**src/sv/rpa_pkg.sv**
```systemverilog
// Shared types, register codes and fixed-point helpers for the rotation core.
// Depends on nothing; the core, rpa_cfg_regs, rpa_rot_pipe and both test files import it.
package rpa_pkg;

  // 1 rotates z as well; 0 passes z through unchanged on selected atoms.
  localparam logic RPA_THREE_D = 1'b1;

  localparam int CFG_IDX_W = 3;
  localparam int CFG_DATA_W = 64;

  // Register indexes of the configuration port.
  typedef enum logic [CFG_IDX_W-1:0] {
    REG_PIVOT_X     = 3'd0,
    REG_PIVOT_Y     = 3'd1,
    REG_PIVOT_Z     = 3'd2,
    REG_AXIS_X      = 3'd3,
    REG_AXIS_Y      = 3'd4,
    REG_AXIS_Z      = 3'd5,
    REG_SINE_COSINE = 3'd6,
    REG_GROUP_SEL   = 3'd7
  } reg_idx_t;

  typedef struct packed {
    logic [2:0][31:0] pivot;      // Q16.16, index 0 = x
    logic [2:0][31:0] axis;       // Q2.30 unit axis
    logic [31:0]      sine;       // Q2.30
    logic [31:0]      cosine;     // Q2.30
    logic [31:0]      group_sel;
  } cfg_t;

  typedef struct packed {
    logic [31:0] pos_x;
    logic [31:0] pos_y;
    logic [31:0] pos_z;
    logic [31:0] atom_groups;
    logic        last_atom;
  } in_item_t;

  typedef struct packed {
    logic [31:0] new_x;
    logic [31:0] new_y;
    logic [31:0] new_z;
    logic        was_rotated;
    logic        last_out;
  } out_item_t;

  localparam logic signed [37:0] MID_HI = 38'sd4294967295;
  localparam logic signed [37:0] MID_LO = -38'sd4294967295;
  localparam logic signed [37:0] S32_HI = 38'sd2147483647;
  localparam logic signed [37:0] S32_LO = -38'sd2147483648;

  // Q16.16 times Q2.30, truncated toward minus infinity back to Q16.16.
  function automatic logic signed [34:0] mulq(input logic signed [32:0] a,
                                              input logic signed [31:0] r);
    logic signed [64:0] p;
    p = 65'(a) * 65'(r);
    return p[64:30];
  endfunction

  // Symmetric clamp to +-(2^32 - 1).
  function automatic logic signed [32:0] sat_mid(input logic signed [37:0] x);
    logic signed [37:0] y;
    if (x > MID_HI) begin
      y = MID_HI;
    end else if (x < MID_LO) begin
      y = MID_LO;
    end else begin
      y = x;
    end
    return y[32:0];
  endfunction

  // Clamp to the signed 32-bit range.
  function automatic logic signed [31:0] sat32(input logic signed [37:0] x);
    logic signed [37:0] y;
    if (x > S32_HI) begin
      y = S32_HI;
    end else if (x < S32_LO) begin
      y = S32_LO;
    end else begin
      y = x;
    end
    return y[31:0];
  endfunction

endpackage

```
**src/sv/rpa_cfg_regs.sv**
```systemverilog
// Configuration register bank of the rotation core.
// Depends on rpa_pkg for register codes and the cfg_t bundle.
module rpa_cfg_regs
  import rpa_pkg::*;
(
  input  logic                  clk,
  input  logic                  rst_n,
  input  logic                  wr_en,
  input  logic [CFG_IDX_W-1:0]  wr_index,
  input  logic [CFG_DATA_W-1:0] wr_data,
  output cfg_t                  cfg
);

  cfg_t cfg_r;

  always_ff @(posedge clk) begin
    if (!rst_n) begin
      cfg_r.pivot     <= '0;
      cfg_r.axis      <= {32'h4000_0000, 32'h0, 32'h0};
      cfg_r.sine      <= 32'h0;
      cfg_r.cosine    <= 32'h4000_0000;
      cfg_r.group_sel <= 32'h1;
    end else if (wr_en) begin
      case (reg_idx_t'(wr_index))
        REG_PIVOT_X:     cfg_r.pivot[0] <= wr_data[31:0];
        REG_PIVOT_Y:     cfg_r.pivot[1] <= wr_data[31:0];
        REG_PIVOT_Z:     cfg_r.pivot[2] <= wr_data[31:0];
        REG_AXIS_X:      cfg_r.axis[0]  <= wr_data[31:0];
        REG_AXIS_Y:      cfg_r.axis[1]  <= wr_data[31:0];
        REG_AXIS_Z:      cfg_r.axis[2]  <= wr_data[31:0];
        REG_SINE_COSINE: begin
          cfg_r.sine   <= wr_data[63:32];
          cfg_r.cosine <= wr_data[31:0];
        end
        REG_GROUP_SEL:   cfg_r.group_sel <= wr_data[31:0];
        default: ;
      endcase
    end
  end

  assign cfg = cfg_r;

endmodule

```
**config.mk**
```make
export PLATFORM = sky130hd
export DESIGN_NAME = rpa_cfg_regs
export DESIGN_NICKNAME = d
export VERILOG_FILES = /design/src/sv/rpa_pkg.sv /design/src/sv/rpa_cfg_regs.sv
export SDC_FILE = /design/constraint.sdc
export NUM_CORES = 1
export LEC_CHECK = 0
export ABC_AREA = 1
export BUFFER_PORTS_ARGS = -buffer_cell sky130_fd_sc_hd__buf_2
export CORE_MARGIN = 5
export CORE_UTILIZATION = 45
export CTS_BUF_LIST = sky130_fd_sc_hd__clkbuf_16
export DETAILED_ROUTE_END_ITERATION = 10
export PLACE_DENSITY = 0.74
export SETUP_SLACK_MARGIN = 0.1
export SYNTH_ARGS = -nofsm -noshare
export SYNTH_HDL_FRONTEND = slang
export SYNTH_SLANG_ARGS = --single-unit
```
**constraint.sdc**
```tcl
create_clock -name clk -period 1.2 [get_ports clk]
set_input_delay 0.12 -clock clk [delete_from_list [all_inputs] [get_ports clk]]
set_output_delay 0.12 -clock clk [all_outputs]
set_load 0.005 [all_outputs]
```
Word-level counts from Yosys, hierarchy flattened
Cells that the tools add are included.
{"block": "totals", "inputBits": 70, "output_inout_bits": 288, "regBits": 288}
{"block": "classes", "n_eq_ne": 7, "reduce_logical": 9}
{"op": "2-bit AND reduction", "n": 8}
{"op": "3-bit equality test (second input constant)", "n": 4}
{"op": "3-bit by 2-bit equality test with 1-bit output (second input constant)", "n": 2}
{"op": "3-bit by 1-bit equality test with 1-bit output (second input constant)", "n": 1}
{"op": "3-bit zero test", "n": 1}

Logic depth before layout (Yosys ltp)
{"block": "logic_depth", "word_depth": 2, "mapped_depth": 7, "depth_no_buf": 5}

Worst setup path after synthesis
OpenSTA, ideal clock, no wires.
{"block": "synth_path", "path_kind": "input to register", "start": "in wr_index[2]", "end": "reg cfg_r, in the netlist cfg[182]", "path_stages": 7, "path_buffers": 2, "slack_ns": 0.133, "setup_time_ns": 0.113, "t_required_ns": 1.087, "arrival_time_ns": 0.954, "path_cell_list": "nand2_1 inv_2 buf_2 buf_2 nand3_1 nand2_1 nor2_1"}
{"block": "synth_between", "elab_chain_cells": 2}
{"element": "start, declared", "line": "rpa_cfg_regs.sv:9", "source": "input logic [CFG_IDX_W-1:0] wr_index,"}
{"element": "3-bit equality test", "line": "rpa_cfg_regs.sv:24", "source": "case (reg_idx_t'(wr_index))"}
{"element": "2-bit AND reduction (no line)"}
{"element": "end, declared", "line": "rpa_cfg_regs.sv:14", "source": "cfg_t cfg_r;"}
Every way passes these cells.
A chain may end at the register's enable or synchronous reset.

Worst setup path in the final report
{"block": "layout_path", "start": "reg cfg_r, in the netlist cfg[100]", "end": "out cfg[100] in the netlist's numbering"}
{"element": "end, declared", "line": "rpa_cfg_regs.sv:11", "source": "output cfg_t cfg"}
No word-level cell between the ends.

==> out/metrics.yaml <==
power:
  internal_power_uw: 16200
  power_leakage_uw: 0.00794
  switching_power_uw: 5540
  powerDensity_nw_per_um2: 1300
  pwr-share-seq_pct: 46.9
  power.total_uw: 21800
  clkPwrFrac_pct: 40.6
  comb_power_share_pct: 12.5
  vdd_drop_max_mv: 0.861
  p_sw_share_pct: 25.5
outcome:
  status: "finished clean"
finish:
  final_cells: 2378
  final_util_pct: 68.6
  drive_gt1_share_pct: 38.1
  nNetsFinal: 2102
  fillers: 1965
  largest_register_ffs: 288
  area_delta_synth_final_pct: 49.3
worst_setup_path:
  worstPathRequired_ns: 1.08
  cpPeakStageDelay_ns: 0.35
  crit_arrival_ns: 1.02
  path_max_fanout: 2
  crit_family: "flip-flops"
  worst_setup_path_end_kind: "primary output"
  crit_buf_inv: 1
  critical_path_class: "reg2out"
  critPathLaunchType: "flip-flop"
  crit_chain: "buf_2"
  cpMaxStageDelayCell: "dfxtp_2"
route:
  route.detailed.drc: 0
  via_count: 12100
  via_per_inst: 5.11
  ant_nets: 0
  firstDrtPassIters: 6
  drt_iter0_markers: 1039
  wl_per_cell_um: 17.3
  drt_wl_total_mm: 41.1
place:
  dp_cells: 2259
  portBuffers: 357
  place_congestion: 0.815
  dp_hpwl_mm: 25.7
grt:
  grt-ovfl-total: 0
  grt_usage_pct: 27.0
  grt_antenna_before_repair: 2
  grt_pass1_wl_mm: 62.6
  grt_pass1_vias: 11500
  grt_start_max_net_pins: 50
sta:
  period_needed_ns: 1.14
  hold_viol_final: 0
  worstMarginPinSlew_ns: 0.489
  rsz0062_at_grt: "yes"
  setup_viol: 0
  max_freq_ghz: 0.881
  final-max-slew-violation-count: 0
  fin_crit_sh_pct: 94.6
  finClkSkew_ns: 0
  slew-limit-headroom_pct: 67.3
clock_network:
  clock_latency_ns: 0.54
  clock_sinks: 288
  cts_buffers: 30
  root_buffer: "clkbuf_16"
  htreeDepth: 1
  path_clk_slew_ns: 0.06
  cts_buffer_depth: 3
  cts_tree: "done"
floorplanning:
  core_area_um2: 24500
  die_area_um2: 28200
  start_util_pct: 45.9
  num_io_pins: 358
  die_y_um: 168
  die_w_um: 168
  rows: 57
logic_synthesis:
  ys_seq_elements: 288
  synth_area_leaders: "dfxtp_1, nor2_1, nand3_1"
  syn_avg_cell_area_um2: 6.85
  post-synth-top-area-fraction_pct: 51.3
  synth_area_um2: 11200
  ys_warn_count: 0
  ys_seq_area_share_pct: 51.3
  synthCells: 1639
  synth_nets: 1709
  synth_top_area_cell: "dfxtp_1"
  synth_cell_types: 11
hold_path:
  worst_hold_path_type: "in2reg"
run:
  max_cap_viol_count: 0
[cell type report]
cell class	count	area, µm²	share of cell area [%]
diodes	3	7.51	0.0447
clock buffers	31	776	4.62
clock inverters	20	138	0.820
inverters	70	265	1.58
multi-input cells	1167	4800	28.6
flip-flops and latches	288	6130	36.5
well taps	324	405	2.42
repair buffers	475	4260	25.4
[cell usage after synthesis]
cell type  count
o21ai_0        3
clkbuf_1      45
inv_2          2
dfxtp_1      288
nor2_2         5
nand3_1      257
inv_1         68
nand2_1      325
nor2_1       577
buf_2         48
buf_1         21
[cell usage in the layout (no fill, tap or decap)]
cell type,count
clkinv_2,5
nor2_1,570
buf_6,175
clkinvlp_4,1
nor2_4,12
clkbuf_8,1
inv_2,1
dfxtp_2,288
clkinv_1,9
bufinv_16,2
diode_2,3
buf_12,32
inv_4,1
buf_2,181
dlygate4sd3_1,35
buf_4,51
inv_1,71
nand3_1,257
nand2_1,325
o21ai_0,3
clkbuf_16,31
[per-stage QoR]
| stage | worst slack (ns) | hold WS, ns | area, µm² | TNS [ns] |
|---|---|---|---|---|
| global route | 0.0388 | 0.0594 | 16800 | 0 |
| detailed placement | -0.142 | 0.358 | 13800 | -21.34 |
| global placement | -0.113 | 0.353 | 13800 | -14.06 |
| finish | 0.0645 | 0.0570 | 16800 | 0 |
| floorplan | 0.133 | 0.246 | 11200 | 0 |
| CTS | 0.0476 | 0.0193 | 16200 | 0 |
[cells by family after synthesis]
logic type / share of synthesized area [%]
compound gates: 0.134
buf+inv: 6.68
flops: 51.3
simple gates: 41.9
[layer usage]
layer  GRT usage [%]  up-vias  wire length [µm]
met5               0        -                 0
met4            10.4        0              1800
met3            6.26      116              3800
met2            46.0      591             19600
met1            33.1     5610             15900
li1                -     5830                 -
[final timing paths]
path               startpoint  slack [ns]  cells after the start  endpoint
hold reg to reg       cfg[74]        0.47                      2   cfg[74]
hold / removal    wr_data[14]        0.06                      5   cfg[14]
setup / recovery     cfg[100]        0.06                      1  cfg[100]
setup reg to reg     cfg[274]        0.38                      4  cfg[274]
[power groups by stage]
stage / clock network [µW] / logic (µW) / registers, µW
after floorplan: 0 / 1200 / 10300
after global placement: 0 / 2270 / 10300
after detailed placement: 0 / 2310 / 10300
after CTS: 8940 / 2570 / 10200
after global routing: 9370 / 2980 / 10200
final: 8840 / 2730 / 10200
[timing repair]
item,in CTS,in global routing
hold buffers,35,0
hold endpoints to repair,56,0
resized for setup,394,72
buffers inserted,16,14
pin swaps,0,0
setup endpoints to repair,288,288
No activity file was read; power rests on OpenSTA's default activity.
